## src/rtl/wildcard_relative_byte_search_macros.svh

```systemverilog
// assertion macros for the byte search block
// used by the top level, expects clk and rst_n in scope
`ifndef WILDCARD_RELATIVE_BYTE_SEARCH_MACROS_SVH
`define WILDCARD_RELATIVE_BYTE_SEARCH_MACROS_SVH
`ifndef SYNTHESIS
`define WRBS_ASSERT_SAME(label, ante, cons) \
  label: assert property (@(posedge clk) disable iff (!rst_n) (ante) |-> (cons)) \
    else $error("assertion failed");
`define WRBS_ASSERT_NEXT(label, ante, cons) \
  label: assert property (@(posedge clk) disable iff (!rst_n) (ante) |=> (cons)) \
    else $error("assertion failed");
`else
`define WRBS_ASSERT_SAME(label, ante, cons)
`define WRBS_ASSERT_NEXT(label, ante, cons)
`endif
`endif

```

## src/rtl/wrbs_pkg.sv

```systemverilog
// shared types, register codes and byte helpers for the byte search block
// no dependencies
`default_nettype none
package wrbs_pkg;

  localparam int PAT_BYTES = 16;
  localparam int CFG_IDX_W = 3;
  localparam int CFG_DATA_W = 64;
  localparam int LEN_W = 5;
  localparam int OFFS_W = 32;

  typedef enum logic [CFG_IDX_W-1:0] {
    REG_PATTERN_LENGTH = 3'd0,
    REG_PATTERN_LOW    = 3'd1,
    REG_PATTERN_HIGH   = 3'd2,
    REG_CASE_FOLD      = 3'd3,
    REG_WILDCARD_EN    = 3'd4,
    REG_WILDCARD_CHAR  = 3'd5,
    REG_RELATIVE_EN    = 3'd6
  } reg_idx_t;

  typedef struct packed {
    logic [LEN_W-1:0]               pattern_length;
    logic [PAT_BYTES-1:0][7:0]      pattern;
    logic                           case_fold_enable;
    logic                           wildcard_enable;
    logic [7:0]                     wildcard_char;
    logic                           relative_enable;
  } cfg_t;

  typedef struct packed {
    logic              hit;
    logic [OFFS_W-1:0] offset;
  } match_t;

  function automatic logic is_letter(input logic [7:0] c);
    return ((c >= 8'h41) && (c <= 8'h5a)) || ((c >= 8'h61) && (c <= 8'h7a));
  endfunction

  function automatic logic [7:0] to_lower(input logic [7:0] c);
    return ((c >= 8'h41) && (c <= 8'h5a)) ? c + 8'd32 : c;
  endfunction

endpackage
`default_nettype wire

```

## src/rtl/wrbs_in_if.sv

```systemverilog
// input channel of the byte search block: one buffer byte per request
// no dependencies
`default_nettype none
interface wrbs_in_if;
  logic       valid;
  logic       ready;
  logic [7:0] data_byte;
  logic       end_of_buffer;

  modport source(output valid, output data_byte, output end_of_buffer, input ready);
  modport sink(input valid, input data_byte, input end_of_buffer, output ready);
endinterface
`default_nettype wire

```

## src/rtl/wrbs_out_if.sv

```systemverilog
// result channel of the byte search block: found flag and window offset
// no dependencies
`default_nettype none
interface wrbs_out_if;
  logic        valid;
  logic        ready;
  logic        found;
  logic [31:0] match_offset;

  modport source(output valid, output found, output match_offset, input ready);
  modport sink(input valid, input found, input match_offset, output ready);
endinterface
`default_nettype wire

```

## src/rtl/wildcard_relative_byte_search.sv

```systemverilog
// An accepted byte request is held in the stage register, its result in the
// result register. Throughput: one byte per cycle unless input is stalled;
// the window compare is a single stage between the window shift register and the result register.
// The block stalls input only while a result is held in both stages.
// Reset (rst_n, synchronous): registers take their reset values, pipeline
// empties and the first byte starts a new buffer with a zeroed window.
`default_nettype none
`include "wildcard_relative_byte_search_macros.svh"
module wildcard_relative_byte_search #(
  parameter int MAX_PATTERN = 16
) (
  input  logic                                clk,
  input  logic                                rst_n,
  wrbs_in_if.sink                             in_ch,
  wrbs_out_if.source                          out_ch,
  input  logic                                cfg_we,
  input  logic [wrbs_pkg::CFG_IDX_W-1:0]      cfg_index,
  input  logic [wrbs_pkg::CFG_DATA_W-1:0]     cfg_data
);

  localparam logic [wrbs_pkg::OFFS_W-1:0] SEEN_MAX = '1;

  wrbs_pkg::cfg_t               cfg_r;
  logic [MAX_PATTERN-1:0][7:0]  win_r;
  logic [MAX_PATTERN-1:0][7:0]  win_nxt;
  logic [wrbs_pkg::OFFS_W-1:0]  count_r;
  logic [wrbs_pkg::OFFS_W-1:0]  seen_cur;
  logic                         restart_r;
  logic                         reported_r;
  logic                         s1_v_r;
  logic                         s1_eob_r;
  logic                         s1_fresh_r;
  logic [wrbs_pkg::OFFS_W-1:0]  s1_seen_r;
  logic                         out_v_r;
  logic                         out_found_r;
  logic [wrbs_pkg::OFFS_W-1:0]  out_offs_r;

  wrbs_pkg::match_t             m;
  logic                         eff_reported;
  logic                         s1_hit;
  logic                         s1_res;
  logic                         out_free;
  logic                         s1_can_move;
  logic                         s1_fire;
  logic                         in_fire;

  // configuration writes
  always_ff @(posedge clk) begin
    if (!rst_n) begin
      cfg_r.pattern_length <= wrbs_pkg::LEN_W'(1);
      cfg_r.pattern        <= '0;
      cfg_r.case_fold_enable <= 1'b0;
      cfg_r.wildcard_enable  <= 1'b0;
      cfg_r.wildcard_char    <= 8'h00;
      cfg_r.relative_enable  <= 1'b0;
    end else if (cfg_we) begin
      unique case (wrbs_pkg::reg_idx_t'(cfg_index))
        wrbs_pkg::REG_PATTERN_LENGTH: cfg_r.pattern_length <= cfg_data[wrbs_pkg::LEN_W-1:0];
        wrbs_pkg::REG_PATTERN_LOW:    cfg_r.pattern[7:0]   <= cfg_data;
        wrbs_pkg::REG_PATTERN_HIGH:   cfg_r.pattern[15:8]  <= cfg_data;
        wrbs_pkg::REG_CASE_FOLD:      cfg_r.case_fold_enable <= cfg_data[0];
        wrbs_pkg::REG_WILDCARD_EN:    cfg_r.wildcard_enable  <= cfg_data[0];
        wrbs_pkg::REG_WILDCARD_CHAR:  cfg_r.wildcard_char    <= cfg_data[7:0];
        wrbs_pkg::REG_RELATIVE_EN:    cfg_r.relative_enable  <= cfg_data[0];
        default: ;
      endcase
    end
  end

  wrbs_matcher #(
    .MAX_PATTERN(MAX_PATTERN)
  ) u_matcher (
    .cfg    (cfg_r),
    .window (win_r),
    .seen   (s1_seen_r),
    .result (m)
  );

  assign eff_reported = s1_fresh_r ? 1'b0 : reported_r;
  assign s1_hit       = s1_v_r && !eff_reported && m.hit;
  assign s1_res       = s1_v_r && !eff_reported && (m.hit || s1_eob_r);
  assign out_free     = !out_v_r || out_ch.ready;
  assign s1_can_move  = !s1_v_r || !s1_res || out_free;
  assign s1_fire      = s1_v_r && s1_can_move;
  assign in_ch.ready  = s1_can_move;
  assign in_fire      = in_ch.valid && in_ch.ready;

  // a new buffer starts from a zeroed window and count
  always_comb begin
    seen_cur = restart_r ? '0 : count_r;
    for (int i = MAX_PATTERN - 1; i > 0; i--) begin
      win_nxt[i] = restart_r ? 8'h00 : win_r[i-1];
    end
    win_nxt[0] = in_ch.data_byte;
  end

  always_ff @(posedge clk) begin
    if (!rst_n) begin
      restart_r  <= 1'b1;
      reported_r <= 1'b0;
      s1_v_r     <= 1'b0;
      out_v_r    <= 1'b0;
    end else begin
      if (in_fire) begin
        restart_r  <= in_ch.end_of_buffer;
        s1_v_r     <= 1'b1;
      end else if (s1_fire) begin
        s1_v_r     <= 1'b0;
      end
      if (s1_fire) begin
        reported_r <= eff_reported || m.hit;
      end
      if (s1_fire && s1_res) begin
        out_v_r    <= 1'b1;
      end else if (out_ch.ready) begin
        out_v_r    <= 1'b0;
      end
    end
  end

  // payload registers
  always_ff @(posedge clk) begin
    if (in_fire) begin
      win_r      <= win_nxt;
      s1_seen_r  <= seen_cur;
      s1_eob_r   <= in_ch.end_of_buffer;
      s1_fresh_r <= restart_r;
      count_r    <= (seen_cur == SEEN_MAX) ? seen_cur : seen_cur + 1'b1;
    end
    if (s1_fire && s1_res) begin
      out_found_r <= m.hit;
      out_offs_r  <= m.hit ? m.offset : '0;
    end
  end

  assign out_ch.valid        = out_v_r;
  assign out_ch.found        = out_found_r;
  assign out_ch.match_offset = out_offs_r;

  `WRBS_ASSERT_NEXT(a_in_to_stage, in_fire, s1_v_r)
  `WRBS_ASSERT_SAME(a_stall_blocks_in, s1_v_r && !s1_can_move, !in_ch.ready)
  `WRBS_ASSERT_NEXT(a_hit_marks_reported, s1_fire && s1_hit, reported_r)
  `WRBS_ASSERT_NEXT(a_eob_restarts, in_fire && in_ch.end_of_buffer, restart_r)
  `WRBS_ASSERT_SAME(a_miss_offset_zero, out_v_r && !out_found_r, out_offs_r == '0)

endmodule
`default_nettype wire

```

## src/rtl/wrbs_matcher.sv

```systemverilog
// window compare: all pattern positions checked in parallel against the window
// depends on wrbs_pkg
`default_nettype none
module wrbs_matcher #(
  parameter int MAX_PATTERN = 16
) (
  input  wrbs_pkg::cfg_t                   cfg,
  input  logic [MAX_PATTERN-1:0][7:0]      window,
  input  logic [wrbs_pkg::OFFS_W-1:0]      seen,
  output wrbs_pkg::match_t                 result
);

  localparam int IW = $clog2(MAX_PATTERN);

  logic [wrbs_pkg::LEN_W-1:0] len;
  logic [wrbs_pkg::LEN_W-1:0] len_m1;
  logic [MAX_PATTERN:0][7:0]  pat;
  logic [MAX_PATTERN:0][7:0]  wb;
  logic                       all_ok;

  always_comb begin
    if (cfg.pattern_length == '0) begin
      len = wrbs_pkg::LEN_W'(1);
    end else if (int'(cfg.pattern_length) > MAX_PATTERN) begin
      len = wrbs_pkg::LEN_W'(MAX_PATTERN);
    end else begin
      len = cfg.pattern_length;
    end
    len_m1 = len - wrbs_pkg::LEN_W'(1);
  end

  // pattern bytes and window bytes in window order, zero beyond range
  always_comb begin
    int pos;
    for (int j = 0; j <= MAX_PATTERN; j++) begin
      pos = int'(len) - 1 - j;
      pat[j] = (j < wrbs_pkg::PAT_BYTES) ? cfg.pattern[4'(j)] : 8'h00;
      wb[j]  = (pos >= 0 && pos < MAX_PATTERN) ? window[pos[IW-1:0]] : 8'h00;
    end
  end

  always_comb begin
    logic       active;
    logic       wild;
    logic       pos_ok;
    logic [8:0] dw;
    logic [8:0] dp;
    all_ok = 1'b1;
    for (int k = 0; k < MAX_PATTERN; k++) begin
      active = cfg.relative_enable ? (k < int'(len) - 1) : (k < int'(len));
      wild   = cfg.wildcard_enable && (pat[k] == cfg.wildcard_char);
      dw     = {1'b0, wb[k]} - {1'b0, wb[k+1]};
      dp     = {1'b0, pat[k]} - {1'b0, pat[k+1]};
      if (cfg.relative_enable) begin
        pos_ok = (dw == dp);
      end else if (cfg.case_fold_enable && wrbs_pkg::is_letter(pat[k])) begin
        pos_ok = (wrbs_pkg::to_lower(wb[k]) == wrbs_pkg::to_lower(pat[k]));
      end else begin
        pos_ok = (wb[k] == pat[k]);
      end
      all_ok = all_ok && (!active || wild || pos_ok);
    end
  end

  always_comb begin
    logic [wrbs_pkg::OFFS_W-1:0] len_m1_w;
    len_m1_w      = {{(wrbs_pkg::OFFS_W-wrbs_pkg::LEN_W){1'b0}}, len_m1};
    result.hit    = all_ok && (seen >= len_m1_w)
                    && (!cfg.relative_enable || (len >= wrbs_pkg::LEN_W'(2)));
    result.offset = seen - len_m1_w;
  end

endmodule
`default_nettype wire

```

## src/flat_wrapper.sv

```systemverilog
// flat-port wrapper written by rule: the top's interface ports become plain ports
module wildcard_relative_byte_search_flat 
#(
  parameter int MAX_PATTERN = 16
)
  (clk, rst_n, cfg_we, cfg_index, cfg_data, in_ch_valid, in_ch_data_byte, in_ch_end_of_buffer, in_ch_ready, out_ch_valid, out_ch_found, out_ch_match_offset, out_ch_ready);
  wrbs_in_if in_ch_i ();
  wrbs_out_if out_ch_i ();
  input  logic clk;
  input  logic rst_n;
  input  logic cfg_we;
  input  logic [wrbs_pkg::CFG_IDX_W-1:0] cfg_index;
  input  logic [wrbs_pkg::CFG_DATA_W-1:0] cfg_data;
  input wire logic [$bits(in_ch_i.valid)-1:0] in_ch_valid;
  input wire logic [$bits(in_ch_i.data_byte)-1:0] in_ch_data_byte;
  input wire logic [$bits(in_ch_i.end_of_buffer)-1:0] in_ch_end_of_buffer;
  output wire logic [$bits(in_ch_i.ready)-1:0] in_ch_ready;
  output wire logic [$bits(out_ch_i.valid)-1:0] out_ch_valid;
  output wire logic [$bits(out_ch_i.found)-1:0] out_ch_found;
  output wire logic [$bits(out_ch_i.match_offset)-1:0] out_ch_match_offset;
  input wire logic [$bits(out_ch_i.ready)-1:0] out_ch_ready;
  assign in_ch_i.valid = in_ch_valid;
  assign in_ch_i.data_byte = in_ch_data_byte;
  assign in_ch_i.end_of_buffer = in_ch_end_of_buffer;
  assign in_ch_ready = in_ch_i.ready;
  assign out_ch_valid = out_ch_i.valid;
  assign out_ch_found = out_ch_i.found;
  assign out_ch_match_offset = out_ch_i.match_offset;
  assign out_ch_i.ready = out_ch_ready;
  wildcard_relative_byte_search #(.MAX_PATTERN(MAX_PATTERN)) u_core (.clk(clk), .rst_n(rst_n), .in_ch(in_ch_i), .out_ch(out_ch_i), .cfg_we(cfg_we), .cfg_index(cfg_index), .cfg_data(cfg_data));
endmodule
```

## config.mk

```make
export PLATFORM = sky130hd
export DESIGN_NAME = wildcard_relative_byte_search_flat
export DESIGN_NICKNAME = d
export VERILOG_FILES = /design/src/rtl/wrbs_pkg.sv /design/src/rtl/wrbs_in_if.sv /design/src/rtl/wrbs_out_if.sv /design/src/rtl/wildcard_relative_byte_search.sv /design/src/rtl/wrbs_matcher.sv /design/src/flat_wrapper.sv
export VERILOG_INCLUDE_DIRS = /design/src /design/src/rtl
export SDC_FILE = /design/constraint.sdc
export NUM_CORES = 1
export LEC_CHECK = 0
export BUFFER_PORTS_ARGS = -buffer_cell sky130_fd_sc_hd__buf_2
export CAP_MARGIN = 20
export CORE_ASPECT_RATIO = 0.75
export CORE_UTILIZATION = 65
export DETAILED_ROUTE_END_ITERATION = 6
export GPL_TIMING_DRIVEN = 1
export PLACE_DENSITY = 0.81
export SLEW_MARGIN = 20
export SYNTH_ARGS = -nofsm -noshare
export SYNTH_HDL_FRONTEND = slang
export SYNTH_HIERARCHICAL = 1
export SYNTH_SLANG_ARGS = --single-unit
```

## constraint.sdc

```tcl
create_clock -name clk -period 17.88 [get_ports clk]
set_clock_uncertainty 0.2 [all_clocks]
set_input_delay 2.682 -clock clk [delete_from_list [all_inputs] [get_ports clk]]
set_output_delay 2.682 -clock clk [all_outputs]
set_load 0.05 [all_outputs]
```

==> results by stage, run 1 <==
Power and ir drop:
- The clock group share of total power is 0.334.
- Power spread over the standard cell area amounts to 67.9 nW/um2.
- IR analysis of the VDD net gives a maximum drop of 0.0000755 V.
- The net switching power is 662 uW.
- Cell internal power was estimated by the tool at 1.42 mW.
- The sequential group share of total power is 0.408.
- Total power for the finished layout comes to 2.08 mW.
- Of the total power, the share spent switching nets is 0.318.
- The part of the total power dissipated in combinational logic is 0.258.
- Summed over all cells, the static leakage comes to 12.3 nW.

Die:
- The number of cell rows is 66.
- The core region is 43400 um2.
- The die is about 240 um wide.
- Pin placement for this block handled 116 I/O pins.
- The initial utilization of the core area, before any placement, comes to 0.660.
- The height of the die is 184 um.
- The die area is roughly 45000 um2.

Hold path:
- The tightest min-delay check is of the flip-flop to flip-flop type.

Synthesis:
- For this run, the number of Yosys warnings is 6.
- In this run the cell area of the synthesized design comes to 28700 um2.
- In this run the mean area of a mapped cell was 9.50 um2.
- Synthesis produced 3015 cells.
- The synthesized netlist net count is 3272.

Clocking:
- The clock root buffer is sky130_fd_sc_hd__clkbuf_16.
- The H-tree generated during clock tree synthesis spans 2 levels.
- TritonCTS built the clock tree.
- The post-CTS setup-driven buffer insertion count is 0.
- In this run, post-CTS hold repair placed 0 buffers.
- The clock-pin slew reported for the worst setup and hold paths after clock tree synthesis is about 0.060 ns.
- Counting the buffers created by CTS gives 34.
- The later-pin clock latency in the skew report is 0.58 ns.
- The clock passes through at most 3 buffers.
- The number of clock sinks is 311.
- The post-cts sizing count is 0.

STA:
- The number of hold violations in the final report is 0.
- Setup violations remaining at the end of the flow were counted as 0.
- After layout, the worst setup slack is between 4 and 5 ns.
- The remaining max-slew budget at the tightest pin is 0.170.
- The final critical path time including I/O delays and setup is 13.44 ns.
- The share of the clock period used by the worst path is 0.752.
- Setup repair after global routing left no endpoint under its margin.
- The peak clock frequency supported by timing is 74.4 MHz.
- Setup total negative slack on the finished layout was measured at 0 ns.
- The slew at the pin closest to its max-slew limit is about 1.2 ns.
- The count of pins over their slew limit is 0.

GRT:
- The global route total overflow is 0.
- The number of global-route vias before repair is 23.5k.
- The number of antenna violations at the first check in global routing is 1.
- The first-pass GRT wire length is 137000 um.
- The overall fraction of global-route tracks in use is 0.397.
- Entering global routing, the biggest net connects 85 pins.

Detailed routing:
- The number of detailed-route iterations in the first pass is 7.
- The number of DRC markers in iteration 0 is 3983.
- In the routed layout, each cell is associated on average with a via count of 6.99.
- Detailed routing inserted a total of 25.4k vias.
- In this run the remaining antenna-violating nets after routing total 0.
- For this run, design rule violations remaining after detail routing come to 10.
- The average routed wire per standard cell is 24.8 um.
- The final layout contains routed wiring with a total length of approximately 90000 um.

Layout:
- The filler cell count in the final layout is 3297.
- The most common cell after layout, fill and taps aside is sky130_fd_sc_hd__nand2_1.
- Relative to the synthesized area, the layout overhead comes to 6.89%.
- In the layout the commonest cells are sky130_fd_sc_hd__nand2_1 (363), sky130_fd_sc_hd__edfxtp_1 (227), sky130_fd_sc_hd__xnor2_1 (204).
- In the final design database the tool counted 3293 nets.
- The share of cells above drive strength 1 is 0.124.

Status:
- The checks that failed: design-rule violations.
- The run finished, with violations left.

Critical path:
- The maximum single-stage delay on the critical path is 0.80 ns.
- The type of element capturing the critical path is an output pin.
- Of all nets on the critical path, the largest fanout is 46.
- The worst path required time is 15.00 ns.
- The cell repeated most along the worst path is sky130_fd_sc_hd__ha_1.
- The worst setup path is launched from a flip-flop.
- The critical path data arrival time is about 11 ns.
- The critical path start-end classification is flip-flop to output pin.
- The cell with the biggest individual delay on the critical path is sky130_fd_sc_hd__dfxtp_1.

Placement:
- Buffers placed on the I/O ports in this run total 115.
- The final weighted congestion of routability-driven global placement is 1.12.
- The HPWL after detailed placement is roughly 70000 um.
- Prior to clock tree synthesis, the placed netlist has a worst setup slack of ~5 ns.

Job:
- The tool flagged a number of max-cap violations equal to 0.
==> critical path: cells and delay by family, from the launching register on <==
kind,cells,cell delay [ns]
buffers and inverters,6,2.19
flip-flops,1,0.80
AND/OR/NAND/NOR,9,3.63
adder cells (fa/ha/maj),3,1.14
XOR/XNOR,1,0.12
multiplexers,1,0.42
AO/OA/AOI/OAI,9,1.61
==> state kept, by name (all words and copies together), names as in the netlist <==
register,flops
u_core/s1_v_r,1
u_core/s1_seen_r,32
u_core/win_r,128
u_core/out_ch.valid,1
u_core/reported_r,1
u_core/cfg_r,80
u_core/s1_eob_r,1
u_core/s1_fresh_r,1
u_core/count_r,32
u_core/restart_r,1
u_core/out_ch.found,1
u_core/out_ch.match_offset,32
==> metrics by stage <==
step | instances | hold slack (ns) | area, um2 | utilization
detailed placement | 3578 | 0.280 | 29500 | 0.680
CTS | 3638 | 0.292 | 30600 | 0.705
global placement | 3577 | 0.278 | 29500 | 0.679
finish | 3640 | 0.292 | 30600 | 0.705
global route | 3638 | 0.343 | 30600 | 0.705
floorplan | 3015 | 0.242 | 28700 | -
==> worst paths after layout <==
| kind | startpoint | to | slack [ns] | depth (start not counted) |
|---|---|---|---|---|
| worst max-delay path | u_core/cfg_r[143] | in_ch_ready | 4.44 | 29 |
| worst min register to register | u_core/out_ch.valid | u_core/out_ch.valid | 0.29 | 2 |
| worst max register to register | u_core/cfg_r[143] | u_core/win_r[64] | 5.28 | 32 |
| worst min-delay path | u_core/out_ch.valid | u_core/out_ch.valid | 0.29 | 2 |
==> power groups by stage <==
| stage | clock network, mW | registers, mW | logic, mW |
|---|---|---|---|
| floorplan | 0 | 0.851 | 0.386 |
| global placement | 0 | 0.858 | 0.495 |
| detailed placement | 0 | 0.861 | 0.512 |
| CTS | 0.706 | 0.846 | 0.516 |
| global route | 0.731 | 0.851 | 0.566 |
| finish | 0.695 | 0.848 | 0.537 |
==> cell type report <==
type                            count  area (um2)  share of cell area
Tap cell                          578         723              0.0236
Clock buffer                       44         948              0.0310
Sequential cell                   311        8500               0.278
Clock inverter                     16         134             0.00437
Antenna cell                        2        5.00            0.000163
Multi-Input combinational cell   2369       18800               0.615
Inverter                          175         663              0.0217
Timing Repair Buffer              145         813              0.0266
==> layer usage <==
layer	routed length, um	up-vias	GRT usage	share of wire
met3	13200	299	0.118	0.15
met2	37100	1878	0.561	0.41
li1	-	11090	-	-
met4	3940	0	0.168	0.044
met1	36000	12182	0.565	0.40
met5	0	-	0	0
Note: power is estimated with default switching activity, not from simulation.
==> inputs of run 2 (changes only) <==
--- a/config.mk
+++ b/config.mk
@@ -9,10 +9,10 @@
 export BUFFER_PORTS_ARGS = -buffer_cell sky130_fd_sc_hd__buf_2
 export CAP_MARGIN = 20
 export CORE_ASPECT_RATIO = 0.75
-export CORE_UTILIZATION = 65
+export CORE_UTILIZATION = 58
 export DETAILED_ROUTE_END_ITERATION = 6
 export GPL_TIMING_DRIVEN = 1
-export PLACE_DENSITY = 0.81
+export PLACE_DENSITY = 0.76
 export SLEW_MARGIN = 20
 export SYNTH_ARGS = -nofsm -noshare
 export SYNTH_HDL_FRONTEND = slang
==> constraint.sdc (replaced) <==
create_clock -name clk -period 11.1 [get_ports clk]
set_clock_uncertainty 0.2 [all_clocks]
set_input_delay 1.665 -clock clk [delete_from_list [all_inputs] [get_ports clk]]
set_output_delay 1.665 -clock clk [all_outputs]
set_load 0.05 [all_outputs]
==> run 2 against run 1 <==
Against the previous run:
- the flow now finishes without violations
- non-clock buffer count is 19 higher
- clock power increased by 67%
- cell count increased by 2.4%
- final area increased by 0.87%
- largest cell class unchanged
==> results by stage, run 2 (synthesis gave the netlist of run 1 again) <==
Layout:
- The net count of the finished layout is 3312 (+0.58%).
- The largest registers in the layout are u_core/win_r x128, u_core/cfg_r x80.
- Leaving out fill and tap cells, the most frequent cells in the layout are sky130_fd_sc_hd__nand2_1 (363), sky130_fd_sc_hd__edfxtp_1 (227), sky130_fd_sc_hd__xnor2_1 (204).
- Counting flops per register, the top entry is u_core/win_r.
- The final design instance area without fill is 30900 um2 (+0.87%).
- The filler cell count in the final layout came to 3990 (+21%).
- The library cell used most frequently in the layout, excluding fill and tap cells, is sky130_fd_sc_hd__nand2_1.
- The flip-flop count of the largest register, all copies and words added is 128 (unchanged).
- The number of cells in the finished layout apart from fillers is 3729 (+2.4%).
- The share of cells above drive strength 1 is 0.127 (+0.00342).
- Relative to the synthesized area, the layout overhead comes to 7.81%.

STA:
- The remaining max-slew budget at the tightest pin was 0.137 (-0.0327).
- The slew at the pin closest to its max-slew limit came to 1.29 ns (+0.0836 ns).
- For this run, the top clock speed supported by timing is between 90 and 100 MHz.
- The clock period could shrink to ~10 ns.
- The final count of negative-setup-slack endpoints came to 0 (unchanged).
- The share of the clock period used by the worst path is 0.931.
- The number of hold violations in the final report came to 0 (unchanged).
- Setup repair after global routing left no endpoint under its margin.
- The count of pins over their slew limit is 0 (unchanged).
- The setup total negative slack was 0 ns (unchanged).

Critical path:
- STA classifies the critical path startpoint as a flip-flop.
- STA classifies the critical path endpoint as an output pin.
- The maximum single-stage delay on the critical path is 0.67 ns (-0.13 ns).
- The critical path data arrival time is 8.47 ns (-2.09 ns).
- The highest net fanout along the worst path was 40 (-13%).
- The critical path start-end classification is flip-flop to output pin.
- The cell with the biggest individual delay on the critical path is sky130_fd_sc_hd__or4_1.
- The worst path required time is 9.24 ns (-5.76 ns).

GRT:
- The first-pass GRT wire length is 144000 um (+4.5%).
- The overall fraction of global-route tracks in use is 0.378 (-0.0195).
- The number of global-route vias before repair was 23.0k (-1.9%).
- The maximum number of pins on one net before global-route repair came to 196 (+130%).
- The global route total overflow is 0 (unchanged).
- The number of antenna violations at the first check in global routing was 3 (+2).

Placement:
- The placed cell area is 29800 um2 (+0.84%).
- The placed wire-length estimate after detailed placement is 73000 um (+6.9%).
- The cell count after placement is 3667 (+2.5%).
- The count of input and output buffers was 115 (unchanged).
- The final weighted congestion of routability-driven global placement is 1.06 (-5.4%).

Power and ir drop:
- The leakage power figure was 12.4 nW (+0.84%).
- The worst ir drop on vdd came to 0.000128 V (+70%).
- The total chip power is 3.40 mW (+64%).
- The power per standard cell area is 110 nW/um2 (+62%).

Die:
- The I/O pin count is 116 (unchanged).
- The effective utilization at floorplan was 0.587 (-0.0723).
- The height of the die was 194 um (+5.8%).
- The core box area is 48800 um2 (+12%).
- The die span in x came to 259 um (+5.8%).
- The number of cell rows is 70 (+6.1%).
- The die area is 50300 um2 (+12%).

Clocking:
- The post-cts hold buffer count came to 0 (unchanged).
- The clock-pin slew reported for the worst setup and hold paths after clock tree synthesis is 0.07 ns (about the same).
- TritonCTS built the clock tree.
- The number of clock sinks is 311 (unchanged).
- The post-cts sizing count is 0 (unchanged).
- The later-pin clock latency in the skew report is 0.57 ns (about the same).
- The tree is rooted in a sky130_fd_sc_hd__clkbuf_16.
- The CTS buffer count came to 34 (unchanged).
- The post-CTS setup-driven buffer insertion count is 0 (unchanged).
- The H-tree depth was 2 (unchanged).
- The largest buffer count on any clock path is 3 (unchanged).

Detailed routing:
- The number of remaining DRC errors was 0 (-10).
- The number of detailed-route iterations in the first pass is 7 (unchanged).
- The via count of the routed design is 24.8k (-2.7%).
- The number of DRC markers in iteration 0 was 3026 (-24%).
- The routed wire length is 96100 um (+6.5%).
- The average routed wire per standard cell is 25.8 um (+4.0%).
- The post-detailed-route via-to-cell ratio is 6.64 (-5.1%).
- The residual antenna-violating net count after detailed routing is 0 (unchanged).

Job:
- The number of max-capacitance violations reported is 0 (unchanged).

Status:
- The run finished with clean final reports.

Hold path:
- The path class of the tightest hold or removal check is flip-flop to flip-flop.
==> run 2: cell types whose count changed in the layout (fill, tap and decap cells not counted), sizes merged <==
cell | before | now
clkinv | 17 | 18
inv | 171 | 172
clkinvlp | 3 | 1
diode | 2 | 1
bufinv | 0 | 3
clkbuf | 44 | 42
buf | 145 | 164
==> run 2: metrics by stage <==
| step | hold slack, ns | utilization | worst slack, ns |
|---|---|---|---|
| 2_1_floorplan | 0.242 | - | 0.177 |
| 3_3_place_gp | 0.277 | 0.610 | 1.66 |
| 3_5_place_dp | 0.310 | 0.610 | 1.65 |
| 4_1_cts | 0.316 | 0.633 | 0.994 |
| 5_1_grt | 0.344 | 0.633 | 0.374 |
| 6_report | 0.321 | 0.633 | 0.764 |
==> run 2: area by class of cell <==
cell class                      instances  area (um2)  area share
Clock inverter                         19         219     0.00709
Inverter                              175         663      0.0215
Timing Repair Buffer                  164         956      0.0309
Multi-Input combinational cell       2369       18800       0.610
Clock buffer                           42         891      0.0288
Antenna cell                            1        2.50   0.0000810
Sequential cell                       311        8500       0.275
Tap cell                              648         811      0.0262
==> run 2: layer usage <==
layer	global-route usage	routed length (um)
met1	0.550	41200
met2	0.529	39200
met3	0.100	11400
met4	0.153	4330
met5	0	61
==> run 2: path summary, 6_finish.rpt <==
path | from | end | slack (ns) | cells past startpoint
max reg2reg | u_core/cfg_r[143] | u_core/win_r[89] | 1.91 | 30
min reg2reg | u_core/out_ch.valid | u_core/out_ch.valid | 0.32 | 2
min | u_core/out_ch.valid | u_core/out_ch.valid | 0.32 | 2
max | u_core/cfg_r[143] | in_ch_ready | 0.76 | 29
==> run 2: critical path, delay by kind of cell, from the launching register on <==
family | cells | cell delay, ns
simple gates | 9 | 3.30
fa+ha+maj | 4 | 1.12
buf+inv | 7 | 1.21
flops | 1 | 0.38
compound gates | 8 | 1.72
xor+xnor | 1 | 0.14
==> run 2: power breakdown <==
part | internal [mW] | total, mW | switching (mW)
Sequential | 1.30 | 1.37 | 0.0691
Clock | 0.652 | 1.16 | 0.512
Combinational | 0.376 | 0.871 | 0.495
Total | 2.33 | 3.40 | 1.08
